<file path="config.mk">
export PLATFORM = sky130hd
export DESIGN_NAME = command_packet_deframer_crc_check_flat
export DESIGN_NICKNAME = d
export VERILOG_FILES = /design/src/hdl/cpd_pkg.sv /design/src/hdl/cpd_if.sv /design/src/hdl/cpd_crc16.sv /design/src/hdl/cpd_deframe.sv /design/src/hdl/command_packet_deframer_crc_check.sv /design/src/flat_wrapper.sv
export SDC_FILE = /design/constraint.sdc
export NUM_CORES = 1
export LEC_CHECK = 0
export BUFFER_PORTS_ARGS = -buffer_cell sky130_fd_sc_hd__buf_2
export CAP_MARGIN = 0
export CORE_MARGIN = 3
export CORE_UTILIZATION = 46
export DETAILED_ROUTE_END_ITERATION = 10
export PLACE_DENSITY = 0.66
export SYNTH_ARGS = -nofsm -noshare
export SYNTH_HDL_FRONTEND = slang
export SYNTH_SLANG_ARGS = --single-unit
</file>
<file path="constraint.sdc">
create_clock -name clk -period 4.25 [get_ports clk]
set_input_delay 0.425 -clock clk [delete_from_list [all_inputs] [get_ports clk]]
set_output_delay 0.425 -clock clk [all_outputs]
set_load 0.01 [all_outputs]
</file>
<file path="src/hdl/cpd_pkg.sv">
// ----------------------------------------------------------------------------
// cpd_pkg
// Shared types and constants of the command packet deframer: CRC parameters,
// packet geometry, status codes and the bundles that run between modules.
// ----------------------------------------------------------------------------
package cpd_pkg;

	// CRC-16/CCITT-FALSE
	localparam logic [15:0] CRC_INIT = 16'hFFFF;
	localparam logic [15:0] CRC_POLY = 16'h1021;

	// packet geometry
	localparam int          BODY_LONG     = 22;
	localparam logic [4:0]  BODY_SHORT_B  = 5'd14;
	localparam logic [4:0]  BODY_LONG_B   = 5'd22;
	localparam logic [4:0]  COUNT_MAX     = 5'd31;

	// result status codes
	localparam logic [1:0]  STATUS_OK      = 2'd0;
	localparam logic [1:0]  STATUS_BAD_LEN = 2'd1;
	localparam logic [1:0]  STATUS_BAD_CRC = 2'd2;

	// one byte handed from the input stage to the deframer
	typedef struct packed {
		logic       fire;
		logic [7:0] data;
		logic       last;
		logic       format;
	} cpd_step_t;

	// committed packet fields
	typedef struct packed {
		logic [7:0]  version;
		logic [7:0]  command;
		logic [31:0] sequence_no;
		logic [31:0] timestamp;
		logic [31:0] confidence;
		logic [7:0]  intensity;
		logic [7:0]  digit_mask;
		logic [39:0] digit_angles;
		logic [7:0]  reserved_b;
		logic [15:0] checksum;
	} cpd_fields_t;

endpackage

</file>
<file path="src/hdl/cpd_if.sv">
// ----------------------------------------------------------------------------
// cpd_in_if / cpd_out_if
// Valid/ready channels of the deframer: received bytes in, packet reports out.
// ----------------------------------------------------------------------------
interface cpd_in_if;
	logic       valid;
	logic       ready;
	logic [7:0] data_byte;
	logic       last_byte;

	modport source (output valid, output data_byte, output last_byte, input ready);
	modport sink   (input valid, input data_byte, input last_byte, output ready);
endinterface

interface cpd_out_if;
	logic        valid;
	logic        ready;
	logic [1:0]  status;
	logic [7:0]  version_out;
	logic [7:0]  command_code;
	logic [31:0] sequence_out;
	logic [31:0] timestamp_out;
	logic [31:0] confidence_bits;
	logic [7:0]  intensity_out;
	logic [7:0]  digit_mask_out;
	logic [39:0] digit_angles_out;
	logic [7:0]  reserved_out;
	logic [15:0] checksum_out;

	modport source (
		output valid, output status, output version_out, output command_code,
		output sequence_out, output timestamp_out, output confidence_bits,
		output intensity_out, output digit_mask_out, output digit_angles_out,
		output reserved_out, output checksum_out, input ready
	);
	modport sink (
		input valid, input status, input version_out, input command_code,
		input sequence_out, input timestamp_out, input confidence_bits,
		input intensity_out, input digit_mask_out, input digit_angles_out,
		input reserved_out, input checksum_out, output ready
	);
endinterface

</file>
<file path="src/hdl/cpd_crc16.sv">
// ----------------------------------------------------------------------------
// cpd_crc16
// One byte of CRC-16/CCITT-FALSE, MSB first, as flat XOR logic.
// ----------------------------------------------------------------------------
module cpd_crc16 (
	input  logic [15:0] crc,
	input  logic [7:0]  data,
	output logic [15:0] crc_next
);
	import cpd_pkg::*;

	// eight shift steps, fully unrolled
	always_comb begin
		logic [15:0] c;
		c = crc ^ {data, 8'h00};
		for (int k = 0; k < 8; k++) begin
			if (c[15]) begin
				c = {c[14:0], 1'b0} ^ CRC_POLY;
			end else begin
				c = {c[14:0], 1'b0};
			end
		end
		crc_next = c;
	end

endmodule

</file>
<file path="src/hdl/cpd_deframe.sv">
// ----------------------------------------------------------------------------
// cpd_deframe
// Packet state: byte count, running CRC, received CRC, staging body and the
// last good (committed) fields. Gives the status of a packet at its end byte.
// ----------------------------------------------------------------------------
module cpd_deframe (
	input  logic                 clk,
	input  logic                 arst_n,
	input  cpd_pkg::cpd_step_t   step,
	output logic [1:0]           status,
	output cpd_pkg::cpd_fields_t fields
);
	import cpd_pkg::*;

	logic [4:0]  count_q;
	logic [15:0] crc_q;
	logic [15:0] rx_crc_q;
	logic [7:0]  staging_q   [BODY_LONG];
	logic [7:0]  committed_q [BODY_LONG];
	logic [15:0] checksum_q;

	logic [4:0]  body;
	logic        in_body;
	logic        at_crc_lo;
	logic        at_crc_hi;
	logic [15:0] crc_step;
	logic [15:0] crc_next;
	logic [15:0] rx_crc_next;
	logic [4:0]  count_next;
	logic        commit;

	cpd_crc16 u_crc (
		.crc      (crc_q),
		.data     (step.data),
		.crc_next (crc_step)
	);

	// sort the byte by position
	always_comb begin
		body        = step.format ? BODY_LONG_B : BODY_SHORT_B;
		in_body     = count_q < body;
		at_crc_lo   = count_q == body;
		at_crc_hi   = count_q == body + 5'd1;
		crc_next    = in_body ? crc_step : crc_q;
		rx_crc_next = rx_crc_q;
		if (at_crc_lo) begin
			rx_crc_next[7:0] = step.data;
		end
		if (at_crc_hi) begin
			rx_crc_next[15:8] = step.data;
		end
		count_next = (count_q == COUNT_MAX) ? count_q : count_q + 5'd1;
	end

	// length first, then CRC
	always_comb begin
		if (count_next != body + 5'd2) begin
			status = STATUS_BAD_LEN;
		end else if (crc_next != rx_crc_next) begin
			status = STATUS_BAD_CRC;
		end else begin
			status = STATUS_OK;
		end
		commit = step.fire && step.last && (status == STATUS_OK);
	end

	// per-packet control state
	always_ff @(posedge clk or negedge arst_n) begin
		if (!arst_n) begin
			count_q  <= '0;
			crc_q    <= CRC_INIT;
			rx_crc_q <= '0;
		end else if (step.fire) begin
			if (step.last) begin
				count_q  <= '0;
				crc_q    <= CRC_INIT;
				rx_crc_q <= '0;
			end else begin
				count_q  <= count_next;
				crc_q    <= crc_next;
				rx_crc_q <= rx_crc_next;
			end
		end
	end

	// staging body, written at the current position
	always_ff @(posedge clk) begin
		for (int i = 0; i < BODY_LONG; i++) begin
			if (step.fire && in_body && count_q == 5'(i)) begin
				staging_q[i] <= step.data;
			end
		end
	end

	// committed fields: body bytes copied, tail cleared for the short format
	always_ff @(posedge clk or negedge arst_n) begin
		if (!arst_n) begin
			for (int i = 0; i < BODY_LONG; i++) begin
				committed_q[i] <= '0;
			end
			checksum_q <= '0;
		end else if (commit) begin
			for (int i = 0; i < BODY_LONG; i++) begin
				committed_q[i] <= (5'(i) < body) ? staging_q[i] : 8'h00;
			end
			checksum_q <= rx_crc_next;
		end
	end

	// little-endian field unpacking
	always_comb begin
		fields.version       = committed_q[0];
		fields.command       = committed_q[1];
		fields.sequence_no   = {committed_q[5], committed_q[4], committed_q[3],
			committed_q[2]};
		fields.timestamp     = {committed_q[9], committed_q[8], committed_q[7],
			committed_q[6]};
		fields.confidence    = {committed_q[13], committed_q[12], committed_q[11],
			committed_q[10]};
		fields.intensity     = committed_q[14];
		fields.digit_mask    = committed_q[15];
		fields.digit_angles  = {committed_q[20], committed_q[19], committed_q[18],
			committed_q[17], committed_q[16]};
		fields.reserved_b    = committed_q[21];
		fields.checksum      = checksum_q;
	end

endmodule

</file>
<file path="src/hdl/command_packet_deframer_crc_check.sv">
// ----------------------------------------------------------------------------
// command_packet_deframer_crc_check
// Byte-stream packet deframer with CRC-16/CCITT-FALSE check and field unpack.
// ----------------------------------------------------------------------------
//  channel   | dir | handshake     | payload
//  rx_byte   | in  | valid / ready | data_byte, last_byte
//  report    | out | valid / ready | status and the last good packet fields
//  cfg       | in  | cfg_wr_en     | cfg_wr_data = packet_format
//
//  One byte per cycle while no end byte is held back. A byte is registered in
//  the input register, is processed into the packet state, and an end byte
//  loads the report register. Reset clears the packet state, committed
//  fields and the format (short). A full report register holds back only end
//  bytes; other bytes keep flowing while a report waits.
// ----------------------------------------------------------------------------
module command_packet_deframer_crc_check (
	input  logic      clk,
	input  logic      arst_n,
	cpd_in_if.sink    rx_byte,
	cpd_out_if.source report,
	input  logic      cfg_wr_en,
	input  logic      cfg_wr_data
);
	import cpd_pkg::*;

	logic        format_q;
	logic        valid_s1;
	logic [7:0]  data_s1;
	logic        last_s1;
	logic        res_valid_q;
	logic [1:0]  status_q;
	logic        advance;
	logic [1:0]  status;
	cpd_step_t   step;
	cpd_fields_t fields;

	// format register
	always_ff @(posedge clk or negedge arst_n) begin
		if (!arst_n) begin
			format_q <= 1'b0;
		end else if (cfg_wr_en) begin
			format_q <= cfg_wr_data;
		end
	end

	// input stage moves on unless an end byte meets a full report register
	assign advance       = valid_s1 && (!last_s1 || !res_valid_q || report.ready);
	assign rx_byte.ready = !valid_s1 || advance;

	always_ff @(posedge clk or negedge arst_n) begin
		if (!arst_n) begin
			valid_s1 <= 1'b0;
		end else if (rx_byte.ready) begin
			valid_s1 <= rx_byte.valid;
		end
	end

	always_ff @(posedge clk) begin
		if (rx_byte.ready && rx_byte.valid) begin
			data_s1 <= rx_byte.data_byte;
			last_s1 <= rx_byte.last_byte;
		end
	end

	assign step = '{fire: advance, data: data_s1, last: last_s1, format: format_q};

	cpd_deframe u_deframe (
		.clk    (clk),
		.arst_n (arst_n),
		.step   (step),
		.status (status),
		.fields (fields)
	);

	// report register
	always_ff @(posedge clk or negedge arst_n) begin
		if (!arst_n) begin
			res_valid_q <= 1'b0;
		end else if (advance && last_s1) begin
			res_valid_q <= 1'b1;
		end else if (report.ready) begin
			res_valid_q <= 1'b0;
		end
	end

	always_ff @(posedge clk) begin
		if (advance && last_s1) begin
			status_q <= status;
		end
	end

	// committed fields change only when a new report loads
	assign report.valid             = res_valid_q;
	assign report.status            = status_q;
	assign report.version_out       = fields.version;
	assign report.command_code      = fields.command;
	assign report.sequence_out      = fields.sequence_no;
	assign report.timestamp_out     = fields.timestamp;
	assign report.confidence_bits   = fields.confidence;
	assign report.intensity_out     = fields.intensity;
	assign report.digit_mask_out    = fields.digit_mask;
	assign report.digit_angles_out  = fields.digit_angles;
	assign report.reserved_out      = fields.reserved_b;
	assign report.checksum_out      = fields.checksum;

endmodule
</file>
<file path="src/flat_wrapper.sv">
// flat-port wrapper written by rule: the top's interface ports become plain ports
module command_packet_deframer_crc_check_flat import cpd_pkg::*;
  (clk, arst_n, cfg_wr_en, cfg_wr_data, rx_byte_valid, rx_byte_data_byte, rx_byte_last_byte, rx_byte_ready, report_valid, report_status, report_version_out, report_command_code, report_sequence_out, report_timestamp_out, report_confidence_bits, report_intensity_out, report_digit_mask_out, report_digit_angles_out, report_reserved_out, report_checksum_out, report_ready);
  cpd_in_if rx_byte_i ();
  cpd_out_if report_i ();
  input  logic clk;
  input  logic arst_n;
  input  logic cfg_wr_en;
  input  logic cfg_wr_data;
  input wire logic [$bits(rx_byte_i.valid)-1:0] rx_byte_valid;
  input wire logic [$bits(rx_byte_i.data_byte)-1:0] rx_byte_data_byte;
  input wire logic [$bits(rx_byte_i.last_byte)-1:0] rx_byte_last_byte;
  output wire logic [$bits(rx_byte_i.ready)-1:0] rx_byte_ready;
  output wire logic [$bits(report_i.valid)-1:0] report_valid;
  output wire logic [$bits(report_i.status)-1:0] report_status;
  output wire logic [$bits(report_i.version_out)-1:0] report_version_out;
  output wire logic [$bits(report_i.command_code)-1:0] report_command_code;
  output wire logic [$bits(report_i.sequence_out)-1:0] report_sequence_out;
  output wire logic [$bits(report_i.timestamp_out)-1:0] report_timestamp_out;
  output wire logic [$bits(report_i.confidence_bits)-1:0] report_confidence_bits;
  output wire logic [$bits(report_i.intensity_out)-1:0] report_intensity_out;
  output wire logic [$bits(report_i.digit_mask_out)-1:0] report_digit_mask_out;
  output wire logic [$bits(report_i.digit_angles_out)-1:0] report_digit_angles_out;
  output wire logic [$bits(report_i.reserved_out)-1:0] report_reserved_out;
  output wire logic [$bits(report_i.checksum_out)-1:0] report_checksum_out;
  input wire logic [$bits(report_i.ready)-1:0] report_ready;
  assign rx_byte_i.valid = rx_byte_valid;
  assign rx_byte_i.data_byte = rx_byte_data_byte;
  assign rx_byte_i.last_byte = rx_byte_last_byte;
  assign rx_byte_ready = rx_byte_i.ready;
  assign report_valid = report_i.valid;
  assign report_status = report_i.status;
  assign report_version_out = report_i.version_out;
  assign report_command_code = report_i.command_code;
  assign report_sequence_out = report_i.sequence_out;
  assign report_timestamp_out = report_i.timestamp_out;
  assign report_confidence_bits = report_i.confidence_bits;
  assign report_intensity_out = report_i.intensity_out;
  assign report_digit_mask_out = report_i.digit_mask_out;
  assign report_digit_angles_out = report_i.digit_angles_out;
  assign report_reserved_out = report_i.reserved_out;
  assign report_checksum_out = report_i.checksum_out;
  assign report_i.ready = report_ready;
  command_packet_deframer_crc_check u_core (.clk(clk), .arst_n(arst_n), .rx_byte(rx_byte_i), .report(report_i), .cfg_wr_en(cfg_wr_en), .cfg_wr_data(cfg_wr_data));
endmodule
</file>
## Word level (Yosys, flattened, before mapping)

Memories as Yosys holds them, arrays and structs flattened. A register that Yosys moved wholly into a read port is not among the register bits.
Index checks and enable logic that the tools add are counted.

- Eq/ne operators: 26
- Multiplexer cells: 135
- Bitwise gates (word level): 9
- $lt $le $gt $ge: 9
- Reductions and logical operators: 71
- Add/subtract/negate cells: 3

Operator list:

| kind | count |
|---|---|
| $mux 8 | 31 |
| $reduce_or 8->1 | 21 |
| $mux 5 | 24 |
| $mux 13 | 8 |
| $mux 1 | 67 |
| $mux 16 | 3 |
| $eq 5x4->1 const B | 8 |
| $eq 5x5->1 const B | 7 |
| $lt 5x5->1 const A | 6 |
| $logic_and 1x1->1 | 27 |
| $not 3->3 | 8 |
| $eq 5x3->1 const B | 4 |
| $logic_not 1->1 | 17 |
| $ne 16x16->1 | 1 |
| $xor 16x16->16 | 1 |
| $add 5x1->5 const B | 2 |
| $eq 5x2->1 const B | 2 |
| $eq 5x5->1 | 2 |
| $lt 4x5->1 const A | 2 |
| $add 5x2->5 const B | 1 |
| $eq 5x1->1 const B | 1 |
| $logic_not 5->1 | 1 |
| $lt 5x5->1 | 1 |
| $ne 5x5->1 | 1 |
| other kinds (4) | 7 |

- RAM bits: 176
- Bits of input ports: 15
- Memories kept: 1
- Output and inout bits: 196
- Bits in registers: 131

Memories:

| name | words | width | read ports | clocked after Yosys merged registers in | wr ports | RTL line | text |
|---|---|---|---|---|---|---|---|
| u_core.u_deframe.staging_q | 22 | 8 | 22 | 14 | 1 | cpd_deframe.sv:18 | `logic [7:0] staging_q [BODY_LONG];` |

## Logic depth before layout (Yosys ltp)

Gate-level depths: netlist of the first run.

- Word-level depth: 30
- Mapped depth: 13

## Cells and area by module

From an unflattened synthesis of the first run, not the netlist that was laid out.

- Cells, all modules: 1034
- Area, all modules: 16768.6 µm²

Modules (own cells, without submodules):

| module | area an instance (µm²) | instances | cells an instance | seq. area each (µm²) |
|---|---|---|---|---|
| cpd_deframe | 15885.2 | 1 | 986 | 11035.6 |
| command_packet_deframer_crc_check | 488.0 | 1 | 23 | 405.4 |
| cpd_crc16 | 395.4 | 1 | 25 | 0.0 |

## Worst setup path after synthesis of the first run

No wires, ideal clock.

- Path kind: reg-to-reg
- From: register u_core.data_s1[6]
- To: register u_core.u_deframe.checksum_q[0]
- Arrival: 3.165 ns
- Setup time: 0.127 ns
- Stages on the path, launching flop included: 12
- Buffers on the path: 3
- Setup slack: 0.958 ns
- Data required time: 4.123 ns
- Period minus slack after synthesis: 3.292 ns
- Cells stage by stage: edfxtp_1 -> buf_2 -> xor2_4 -> xnor3_1 -> nand3_1 -> o311a_1 -> nand3_1 -> or4_1 -> nand4bb_4 -> buf_2 -> buf_6 -> mux2_1

- Word-level cells in the longest chain between the ends: 15

RTL lines:

| item | RTL line | text |
|---|---|---|
| start, declared | command_packet_deframer_crc_check.sv:28 | `logic [7:0] data_s1;` |
| start signal, assigned | command_packet_deframer_crc_check.sv:60 | `data_s1 <= rx_byte.data_byte;` |
| $xor 16x16->16 | cpd_crc16.sv:15 | `c = crc ^ {data, 8'h00};` |
| $mux 13 (5 in a row) | cpd_crc16.sv:17 | `if (c[15]) begin` |
| $not 3->3 (no source line) | n/a |  |
| $mux 13 (2 in a row) | cpd_crc16.sv:17 |  |
| $mux 16 | cpd_deframe.sv:44 | `crc_next = in_body ? crc_step : crc_q;` |
| $ne 16x16->1 * | cpd_deframe.sv:59 | `end else if (crc_next != rx_crc_next) begin` |
| $mux 2 * | cpd_deframe.sv:59 |  |
| $mux 2 * | cpd_deframe.sv:57 | `if (count_next != body + 5'd2) begin` |
| $logic_not 2->1 * | cpd_deframe.sv:64 | `commit = step.fire && step.last && (status == STATUS_OK);` |
| $logic_and 1x1->1 * | cpd_deframe.sv:64 |  |
| end signal, assigned | cpd_deframe.sv:106 | `checksum_q <= rx_crc_next;` |
| end, declared | cpd_deframe.sv:20 | `logic [15:0] checksum_q;` |

Mark *: on every way between the ends. The rest lies on a longest branch, timed or not.
A chain may end at the register's enable or synchronous reset.

## Worst setup path in the final report of the first run

- From: register u_core.format_q
- To: register u_core.u_deframe.committed_q, in the netlist u_core.u_deframe.fields[179], read port of u_core.u_deframe.staging_q

- Word-level cells in the longest chain between the ends: 9

RTL lines:

| item | RTL line | text |
|---|---|---|
| start, declared | command_packet_deframer_crc_check.sv:26 | `logic format_q;` |
| start signal, assigned | command_packet_deframer_crc_check.sv:42 | `format_q <= cfg_wr_data;` |
| $mux 5 * | cpd_deframe.sv:40 | `body = step.format ? BODY_LONG_B : BODY_SHORT_B;` |
| $add 5x1->5 | cpd_deframe.sv:43 | `at_crc_hi = count_q == body + 5'd1;` |
| $eq 5x5->1 | cpd_deframe.sv:43 |  |
| $mux 8 | cpd_deframe.sv:49 | `if (at_crc_hi) begin` |
| $ne 16x16->1 | cpd_deframe.sv:59 |  |
| $mux 2 | cpd_deframe.sv:59 |  |
| $mux 2 * | cpd_deframe.sv:57 |  |
| $logic_not 2->1 * | cpd_deframe.sv:64 |  |
| $logic_and 1x1->1 * | cpd_deframe.sv:64 |  |
| end, declared | cpd_deframe.sv:19 | `logic [7:0] committed_q [BODY_LONG];` |

Marked as above.

==> flow_summary_export.csv, run 1 <==
group,metric,value,unit
global_routing,grt_max_degree,104,
sta,setup_ws,0.440,ns
synth,synth_edf_count,187,
global_routing,grt_util_all_layers,19.4,%
sta,whs,0.0523,ns
synth,synth_top_flop_cell,"dfrtp_1",
place,place_inst,1715,
synth,syn_inst,1074,
clock_network,cts_num_sinks,419,
die,std_cell_rows,67,
cells_and_area,finalNetCount,1334,
clock_network,numCtsBuffers,43,
synth,synthesis.area,16100,sq um
die,start_util,47.4,%
global_routing,grt_pass1_vias,9524,
worst_setup_path,max_stage_delay,0.47,ns
power_and_ir_drop,pwr-share-seq,48.6,%
place,io_buffers,210,
worst_setup_path,crit_top_cell,"buf_4",
clock_network,tritoncts,"built",
worst_setup_path,crit_fanout,96,
synth,syn_avg_cell_area,15.0,sq um
detailed_routing,first_pass_iters,5,
detailed_routing,vias_per_cell,5.14,
worst_setup_path,crit_path_start_kind,"flop",
detailed_routing,via_count,9226,
cells_and_area,final_common_cell,"dfrtp_1",
cells_and_area,area_delta_synth_final,18.6,%
clock_network,cts_setup_buffers,0,
run_status,status,"finished clean",
global_routing,antenna_found_initial,1,
synth,yosys_warnings,0,
sta,finalSetupViolCount,0,
detailed_routing,route.detailed.drc,0,
place,gp_congestion,0.905,
power_and_ir_drop,comb_power_share,11.9,%
worst_setup_path,worst_ep_required_time,4.66,ns
die,fp.dieW,193,microns
sta,skew,0.0263,ns
sta,tightest_slew,1.11,ns
detailed_routing,finalWirelength,36600,microns
clock_network,worstSkewPairLatency,0.55,ns
power_and_ir_drop,swShare,25.0,%
detailed_routing,wl_per_cell,20.4,microns
die,die_height,193,microns
power_and_ir_drop,p_int,0.00703,W
worst_setup_path,crit_chain,"inv_1, ha_1, a21oi_1, and2_1, buf_4, mux2i_1, xor2_1, nand2_1, nor4_1, buf_4, nand4bb_4, buf_12, mux2_1",
cells_and_area,diodes,0,
clock_network,clk_path_buf_depth,3,
detailed_routing,drt_iter0_markers,758,
clock_network,clk_pin_slew,0.06,ns
synth,syn_nets,1095,
cells_and_area,layout_common_cells,"dfrtp_1 (215), buf_2 (209), edfxtp_1 (187)",
cells_and_area,fin_cells,1795,
place,dp_hpwl,23300,microns
synth,ys_seq_elements,419,
sta,setup_tns,0,ns
sta,drv_slew,0,
sta,fin_crit_sh,89.7,%
power_and_ir_drop,p_leak,9.40,nW
synth,ys_seq_area_share,70.9,%
global_routing,grt_pass1_wl,57100,microns
sta,slew_headroom,25.4,%
worst_setup_path,cp_slowest_cell,"dfrtp_2",
hold_path,hold_path_class,"primary input to flop",
die,dieArea,37400,sq um
synth,synthArstFlopShare,55.4,%
global_routing,grt-ovfl-total,0,
worst_setup_path,critPathKind,"flop to flop",
place,post-place-ws,0.508,ns
power_and_ir_drop,power.switching,0.00234,W
clock_network,htreeDepth,2,
die,coreArea,34000,sq um
sta,layout_min_cycle_time,3.81,ns
sta,fmax,0.262,GHz
job,maxCapViolations,0,
worst_setup_path,critPathCaptureType,"flop",
power_and_ir_drop,clock_power_share,39.5,%
detailed_routing,antenna_left,0,
die,ios,211,
sta,rsz0062_at_grt,"no",
power_and_ir_drop,ir_drop,303,uV
sta,hold_viol,0,
cells_and_area,drive_gt1_share,25.2,%
power_and_ir_drop,power-per-cell-area,490,nW/um^2
clock_network,cts_root_buf,"clkbuf_16",
worst_setup_path,arrival,4.22,ns
synth,synth_cell_types,54,
## routing by layer
metal	global-route usage, %	wire [microns]	vias to the layer above
met5	0	0	-
met3	3.18	1640	57
met1	27.2	16400	4688
met4	5.55	912	0
li1	-	-	4203
met2	31.7	17700	278
## flip-flops by register name, summed over array words and instances, names as in the netlist, 2 cells and up
name	count
u_core.u_deframe.rx_crc_q	16
u_core.report.status	2
u_core.u_deframe.checksum_q	16
u_core.u_deframe.fields	176
u_core.u_deframe.staging_q	176
u_core.u_deframe.crc_q	16
u_core.data_s1	8
u_core.u_deframe.count_q	5
## cells by family (layout without fill, tap and decap cells)
kind of cell	after synthesis	count (layout)	synth area share (%)
flip-flops	419	419	70.9
multiplexers	209	209	13.9
AND/OR/NAND/NOR	192	192	5.31
buffers and inverters	127	400	3.64
AO/OA/AOI/OAI	74	74	2.90
XOR/XNOR	47	47	2.92
adder cells (fa/ha/maj)	6	6	0.465
## area by class of cell
class / count / area [sq um]
Clock buffer: 62 / 1230
Clock inverter: 17 / 175
Fill cell: 2834 / 14900
Inverter: 80 / 300
Multi-Input combinational cell: 528 / 4110
Sequential cell: 419 / 11400
Tap cell: 448 / 561
Timing Repair Buffer: 241 / 1320
## power groups by stage
stage               Clock, W  Combinational (W)  Sequential [W]
floorplan                  0           0.000813         0.00459
global placement           0            0.00111         0.00463
detailed placement         0            0.00111         0.00463
CTS                  0.00378            0.00112         0.00455
global route         0.00395            0.00122         0.00457
finish               0.00370            0.00111         0.00455
## path summary, 6_finish.rpt
kind | startpoint | end | slack [ns] | depth (start not counted)
hold reg to reg | u_core.u_deframe.staging_q[1][2]$_DFFE_PP_ | u_core.u_deframe.fields[178]$_DFFE_PN0P_ | 0.45 | 1
setup / recovery | u_core.format_q$_DFFE_PN0P_ | u_core.u_deframe.fields[179]$_DFFE_PN0P_ | 0.44 | 13
setup reg to reg | u_core.format_q$_DFFE_PN0P_ | u_core.u_deframe.fields[179]$_DFFE_PN0P_ | 0.44 | 13
hold / removal | rx_byte_data_byte[6] | u_core.data_s1[6]$_DFFE_PP_ | 0.05 | 1
min in group asynchronous | arst_n | u_core.u_deframe.fields[164]$_DFFE_PN0P_ | 0.50 | 2
max in group asynchronous | arst_n | u_core.u_deframe.fields[151]$_DFFE_PN0P_ | 2.58 | 3
## per-stage QoR
stage | power, W | area (sq um) | utilization (%)
after floorplan | 0.00540 | 16100 | -
after global placement | 0.00573 | 17700 | 52.1
after detailed placement | 0.00574 | 17700 | 52.1
after CTS | 0.00945 | 19100 | 56.2
after global routing | 0.00974 | 19100 | 56.2
final | 0.00937 | 19100 | 56.2
## synth_stat cells, types with 2 or more instances
library cell	count	area [sq um]
dfrtp_1	216	5410
edfxtp_1	187	5620
nand2_1	109	409
mux2_1	105	1180
mux2i_1	91	911
inv_1	80	300
nor2_1	37	139
xnor2_1	29	254
o21ai_0	25	125
clkbuf_1	20	75.1
dfstp_2	16	420
a21oi_1	14	70.1
xor2_1	14	123
mux2_2	13	146
buf_2	12	60.1
buf_6	12	135
a22oi_1	9	67.6
and2_1	8	50.1
and3_1	7	43.8
nand4_1	7	43.8
ha_1	6	75.1
nand2b_1	6	37.5
o22a_1	6	52.6
nand3_1	5	25.0
a21boi_0	4	30.0
a31oi_1	4	25.0
nor3_1	3	15.0
nor3b_1	2	15.0
nor4_1	2	12.5
## repair_timing
item                      in CTS  in global routing
hold buffers                   1                  0
hold endpoints to repair      48                  0
gates resized for setup        0                  0
## worst max-delay path: cells and delay by family, from the launching register on
kind / cells / cell delay (ns)
xor gates and xnor gates: 1 / 0.18
buffers and inverters: 4 / 0.87
adders and majority gates: 1 / 0.34
DFF: 1 / 0.47
muxes: 2 / 0.63
and+or+nand+nor: 4 / 0.90
AOI/OAI and AO/OA: 1 / 0.23
Power figures use the tool's default switching activity.
==> run 2, diff against run 1 <==
CORE_MARGIN = 2   (was 3)
PLACE_DENSITY = default   (was 0.66)
PLACE_DENSITY_LB_ADDON = 0.25   (was default)
==> run 2 against run 1 <==
Critical endpoint is now u_core.u_deframe.fields[164]$_DFFE_PN0P_. Die area shrank 2.1%. Clock skew shrank 0.0094 ns. Cell count grew 0.39%. Sequential share of layout area shrank 0.090 points. Highest routed layer unchanged. Largest cell class unchanged.
==> flow_summary_export.csv, run 2 (synthesis gave the netlist of run 1 again) <==
group,metric,value,unit
run_status,status,"finished clean",
sta,layout_min_cycle_time,3.93,ns
clock_network,htreeDepth,2,
detailed_routing,wl_per_cell,20.0,microns
worst_setup_path,path_buf_inv,2,
die,die_height,191,microns
detailed_routing,route.detailed.drc,0,
die,dieArea,36600,sq um
worst_setup_path,reg2regPathDepth,11,
global_routing,grt-ovfl-total,0,
worst_setup_path,cp-startpoint,"u_core.format_q$_DFFE_PN0P_",
clock_network,worstSkewPairLatency,0.54,ns
global_routing,grt_util_all_layers,19.8,%
job,maxCapViolations,0,
sta,tightest_slew,1.06,ns
cells_and_area,fin_cells,1802,
detailed_routing,routed-wl-met3,2020,microns
worst_setup_path,critPathKind,"flop to flop",
power_and_ir_drop,ir_drop,356,uV
clock_network,clk_path_buf_depth,3,
detailed_routing,wl_met1,16300,microns
worst_setup_path,critPathCaptureType,"flop",
detailed_routing,top_layer,"met4",
place,gp_congestion,0.898,
sta,fmax,0.254,GHz
worst_setup_path,crit_chain,"inv_1, ha_1, a21oi_1, and2_2, mux2i_1, xnor2_1, nand3_1, or4_1, nand4bb_4, buf_12, mux2_1",
clock_network,clk_pin_slew,0.06,ns
clock_network,cts_setup_buffers,0,
sta,slew_headroom,29.1,%
global_routing,grt_pass1_vias,9266,
worst_setup_path,max_stage_delay,0.53,ns
cells_and_area,diodes,0,
global_routing,grt_max_degree,99,
sta,skew,0.0168,ns
place,place_inst,1723,
sta,setup_tns,0,ns
cells_and_area,fill_cells,2851,
cells_and_area,drive_gt1_share,25.5,%
place,dp_hpwl,22600,microns
die,ios,211,
worst_setup_path,cp_slowest_cell,"or4_1",
clock_network,tritoncts,"built",
cells_and_area,final_util,55.5,%
power_and_ir_drop,power-per-cell-area,489,nW/um^2
worst_setup_path,crit_path_start_kind,"flop",
worst_setup_path,arrival,4.35,ns
clock_network,cts_root_buf,"clkbuf_16",
global_routing,grt_pass1_wl,54800,microns
worst_setup_path,r2r_end,"u_core.u_deframe.fields[164]$_DFFE_PN0P_",
detailed_routing,via_count,9219,
die,coreArea,34500,sq um
clock_network,numCtsBuffers,43,
sta,fin_crit_sh,92.5,%
die,fp.dieW,191,microns
cells_and_area,layout_common_cells,"dfrtp_1 (215), buf_2 (209), edfxtp_1 (187)",
cells_and_area,finalNetCount,1335,
worst_setup_path,r2r_setup_slack,0.32,ns
place,placedInstanceArea,17800,sq um
worst_setup_path,worst_ep_required_time,4.67,ns
detailed_routing,wl_met2,16700,microns
sta,finalSetupViolCount,0,
hold_path,hold_path_class,"primary input to flop",
worst_setup_path,cp-endpoint,"u_core.u_deframe.fields[164]$_DFFE_PN0P_",
cells_and_area,multi_input_area,4110,sq um
die,std_cell_rows,68,
place,io_buffers,210,
cells_and_area,area_delta_synth_final,18.8,%
detailed_routing,finalWirelength,36000,microns
worst_setup_path,reg2reg_from,"u_core.format_q$_DFFE_PN0P_",
worst_setup_path,cp.depth,11,
worst_setup_path,critPathTopFamily,"simple AND/OR/NAND/NOR gates",
clock_network,cts_num_sinks,419,
cells_and_area,final_common_cell,"dfrtp_1",
die,start_util,46.7,%
global_routing,antenna_found_initial,0,
cells_and_area,final_area,19200,sq um
sta,hold_viol,0,
detailed_routing,first_pass_iters,4,
detailed_routing,drt_iter0_markers,588,
sta,drv_slew,0,
worst_setup_path,crit_fanout,98,
detailed_routing,vias_per_cell,5.12,
hold_path,hp-start,"rx_byte_data_byte[2]",
detailed_routing,antenna_left,0,
sta,rsz0062_at_grt,"no",
cells_and_area,regArea,11400,sq um
power_and_ir_drop,p_leak,9.42,nW
==> run 2: stage by stage <==
step / power [W] / hold slack [ns] / setup slack, ns
after global placement: 0.00574 / 0.433 / 0.356
after detailed placement: 0.00574 / 0.441 / 0.244
final: 0.00938 / 0.0583 / 0.319
after CTS: 0.00945 / 0.0451 / 0.216
after global routing: 0.00974 / 0.0405 / 0.0538
after floorplan: 0.00540 / 0.129 / 0.958
==> run 2: worst reg2reg max path, stage by stage, from the launching register on <==
cell and delay (ns):
dfrtp_2 0.51, inv_1 0.13, ha_1 0.35, a21oi_1 0.29
and2_2 0.37, mux2i_1 0.26, xnor2_1 0.15, nand3_1 0.09
or4_1 0.53, nand4bb_4 0.26, buf_12 0.24, mux2_1 0.63
==> run 2: layer usage <==
layer	up-vias	global-route usage (%)
met5	-	0
met4	0	5.74
met3	69	3.91
met2	246	31.2
met1	4692	28.1
li1	4212	-
==> run 2: how the worst min path moves through the flow <==
stage                                          endpoint  slack, ns  depth (start not counted)
5_1_grt                     u_core.data_s1[6]$_DFFE_PP_       0.04                          1
2_1_floorplan               u_core.format_q$_DFFE_PN0P_       0.13                          0
4_1_cts                     u_core.data_s1[5]$_DFFE_PP_       0.05                          1
3_5_place_dp   u_core.u_deframe.fields[141]$_DFFE_PN0P_       0.44                          1
6_report                    u_core.data_s1[2]$_DFFE_PP_       0.06                          1
3_3_place_gp    u_core.u_deframe.fields[90]$_DFFE_PN0P_       0.43                          1
==> run 2: final cells by class <==
class | instances | area share (%)
Tap cell | 455 | 2.97
Multi-Input combinational cell | 528 | 21.5
Inverter | 80 | 1.57
Clock buffer | 66 | 6.59
Clock inverter | 12 | 0.712
Sequential cell | 419 | 59.7
Timing Repair Buffer | 242 | 7.00
==> run 2: timing repair <==
| action | CTS | global route |
|---|---|---|
| setup endpoints to repair | 0 | 5 |
| hold buffers | 1 | 0 |
| resized for setup | 0 | 2 |
| endpoints found under the hold margin | 75 | 0 |
==> run 2: report_power, final <==
part	switching [W]	leakage, nW	total (W)	internal [W]
logic	0.000643	4.26	0.00110	0.000462
clock network	0.00153	0.688	0.00371	0.00218
registers	0.000138	4.47	0.00456	0.00443
==> run 3, diff against run 2 <==
SETUP_SLACK_MARGIN = 0.4   (was default)
==> run 3 against run 2 <==
Cell count up 0.22%. Critical path depth down 1. Register-to-register slack better by 0.13 ns. Worst setup slack better by 0.13 ns. Clock-buffer cell count unchanged. Critical endpoint is now u_core.u_deframe.fields[180]$_DFFE_PN0P_. Largest power group unchanged. Highest routed layer unchanged.
==> flow_summary_export.csv, run 3 (synthesis gave the netlist of run 1 again) <==
group,metric,value,unit
die,die_height,191,microns
sta,skew,0.0175,ns
die,ios,211,
cells_and_area,final_common_cell,"dfrtp_1",
die,std_cell_rows,68,
die,fp.dieW,191,microns
power_and_ir_drop,ir_drop,357,uV
sta,rsz0062_at_grt,"no",
sta,layout_min_cycle_time,3.80,ns
place,dp_hpwl,22600,microns
cells_and_area,diodes,0,
worst_setup_path,crit_fanout,98,
worst_setup_path,crit_chain,"ha_1, nand4_1, mux2_2, a32oi_1, o311a_1, nand3_1, or4_1, nand4bb_4, buf_12, mux2_1",
cells_and_area,area_delta_synth_final,19.1,%
worst_setup_path,r2r_end,"u_core.u_deframe.fields[180]$_DFFE_PN0P_",
worst_setup_path,r2r_setup_slack,0.45,ns
place,placedInstanceArea,17800,sq um
hold_path,hp-start,"rx_byte_data_byte[2]",
clock_network,cts_num_sinks,419,
sta,fmax,0.263,GHz
hold_path,hold_path_class,"primary input to flop",
worst_setup_path,critPathKind,"flop to flop",
cells_and_area,layout_common_cells,"dfrtp_1 (215), buf_2 (209), edfxtp_1 (187)",
sta,drv_slew,0,
worst_setup_path,path_buf_inv,1,
worst_setup_path,critPathTopFamily,"simple AND/OR/NAND/NOR gates",
worst_setup_path,reg2regPathDepth,10,
clock_network,cts_root_buf,"clkbuf_16",
detailed_routing,first_pass_iters,5,
worst_setup_path,cp_slowest_cell,"or4_1",
die,start_util,46.7,%
cells_and_area,finalNetCount,1339,
detailed_routing,via_count,9177,
detailed_routing,antenna_left,0,
hold_path,min_path_cells,1,
job,maxCapViolations,0,
worst_setup_path,crit_path_start_kind,"flop",
global_routing,grt_max_degree,99,
worst_setup_path,reg2reg_from,"u_core.u_deframe.count_q[3]$_DFFE_PN0P_",
global_routing,grt_pass1_vias,9269,
detailed_routing,finalWirelength,36000,microns
detailed_routing,wl_per_cell,19.9,microns
detailed_routing,route.detailed.drc,0,
place,place_inst,1723,
clock_network,htreeDepth,2,
sta,finalSetupViolCount,0,
clock_network,tritoncts,"built",
sta,hold_viol,0,
global_routing,antenna_found_initial,0,
die,coreArea,34500,sq um
place,io_buffers,210,
global_routing,grt-ovfl-total,0,
clock_network,numCtsBuffers,43,
worst_setup_path,worst_ep_required_time,4.66,ns
die,dieArea,36600,sq um
run_status,status,"finished clean",
worst_setup_path,critPathCaptureType,"flop",
worst_setup_path,arrival,4.22,ns
cells_and_area,final_area,19200,sq um
detailed_routing,drt_iter0_markers,612,
power_and_ir_drop,power-per-cell-area,488,nW/um^2
sta,fin_crit_sh,89.5,%
hold_path,hold_end,"u_core.data_s1[2]$_DFFE_PP_",
place,gp_congestion,0.898,
sta,setup_tns,0,ns
global_routing,grt_util_all_layers,19.8,%
clock_network,worstSkewPairLatency,0.54,ns
sta,slew_headroom,32.1,%
sta,tightest_slew,1.02,ns
detailed_routing,vias_per_cell,5.08,
cells_and_area,drive_gt1_share,25.9,%
cells_and_area,fin_cells,1806,
global_routing,grt_pass1_wl,54800,microns
clock_network,clk_pin_slew,0.06,ns
clock_network,clk_path_buf_depth,3,
worst_setup_path,max_stage_delay,0.54,ns
power_and_ir_drop,p_leak,9.44,nW
## run 3: cell count changes in the layout (fill, tap and decap cells not counted), sizes merged
cell | previous run | this run
buf | 241 | 245
## run 3: where the power goes
part           switching [W]  internal (W)
registers           0.000136       0.00443
clock network        0.00153       0.00218
logic               0.000648      0.000467
## run 3: through the flow
step / utilization [%] / worst slack [ns] / hold WS [ns] / power [W]
floorplan: - / 0.958 / 0.129 / 0.00540
global placement: 51.4 / 0.356 / 0.433 / 0.00574
detailed placement: 51.4 / 0.244 / 0.441 / 0.00574
CTS: 55.5 / 0.419 / 0.0451 / 0.00945
global route: 55.6 / 0.427 / 0.0405 / 0.00975
finish: 55.6 / 0.448 / 0.0577 / 0.00939
## run 3: area by class of cell
cell class,count,area (sq um)
multi-input cells,528,4130
inverters,80,300
flip-flops and latches,419,11400
clock inverters,12,136
clock buffers,66,1260
fillers,2850,15300
well taps,455,569
repair buffers,246,1380
## run 3: layer usage
metal  part of all wire [%]  vias up  global-route usage, %
met1                     45     4641                   28.1
met5                      0        -                      0
li1                       -     4217                      -
met4                    2.6        0                   5.74
met3                    5.7       66                   3.91
met2                     46      253                   31.2
## run 3: how the worst max path moves through the flow
stage                                            startpoint                                    endpoint  slack [ns]  cells past startpoint
floorplan                       u_core.data_s1[6]$_DFFE_PP_  u_core.u_deframe.checksum_q[0]$_DFFE_PN0P_        0.96                     11
global placement                u_core.format_q$_DFFE_PN0P_  u_core.u_deframe.checksum_q[1]$_DFFE_PN0P_        0.36                     11
detailed placement              u_core.format_q$_DFFE_PN0P_  u_core.u_deframe.checksum_q[2]$_DFFE_PN0P_        0.24                     11
CTS                             u_core.format_q$_DFFE_PN0P_    u_core.u_deframe.fields[180]$_DFFE_PN0P_        0.42                     11
global route        u_core.u_deframe.count_q[3]$_DFFE_PN0P_    u_core.u_deframe.fields[163]$_DFFE_PN0P_        0.43                     10
finish              u_core.u_deframe.count_q[3]$_DFFE_PN0P_    u_core.u_deframe.fields[180]$_DFFE_PN0P_        0.45                     10
## run 3: timing repair
action / CTS / global route
hold buffers: 1 / 0
resized for setup: 3 / 5
hold endpoints to repair: 75 / 0
buffers inserted: 0 / 4
pin swaps: 0 / 1
endpoints found under the setup margin: 111 / 156
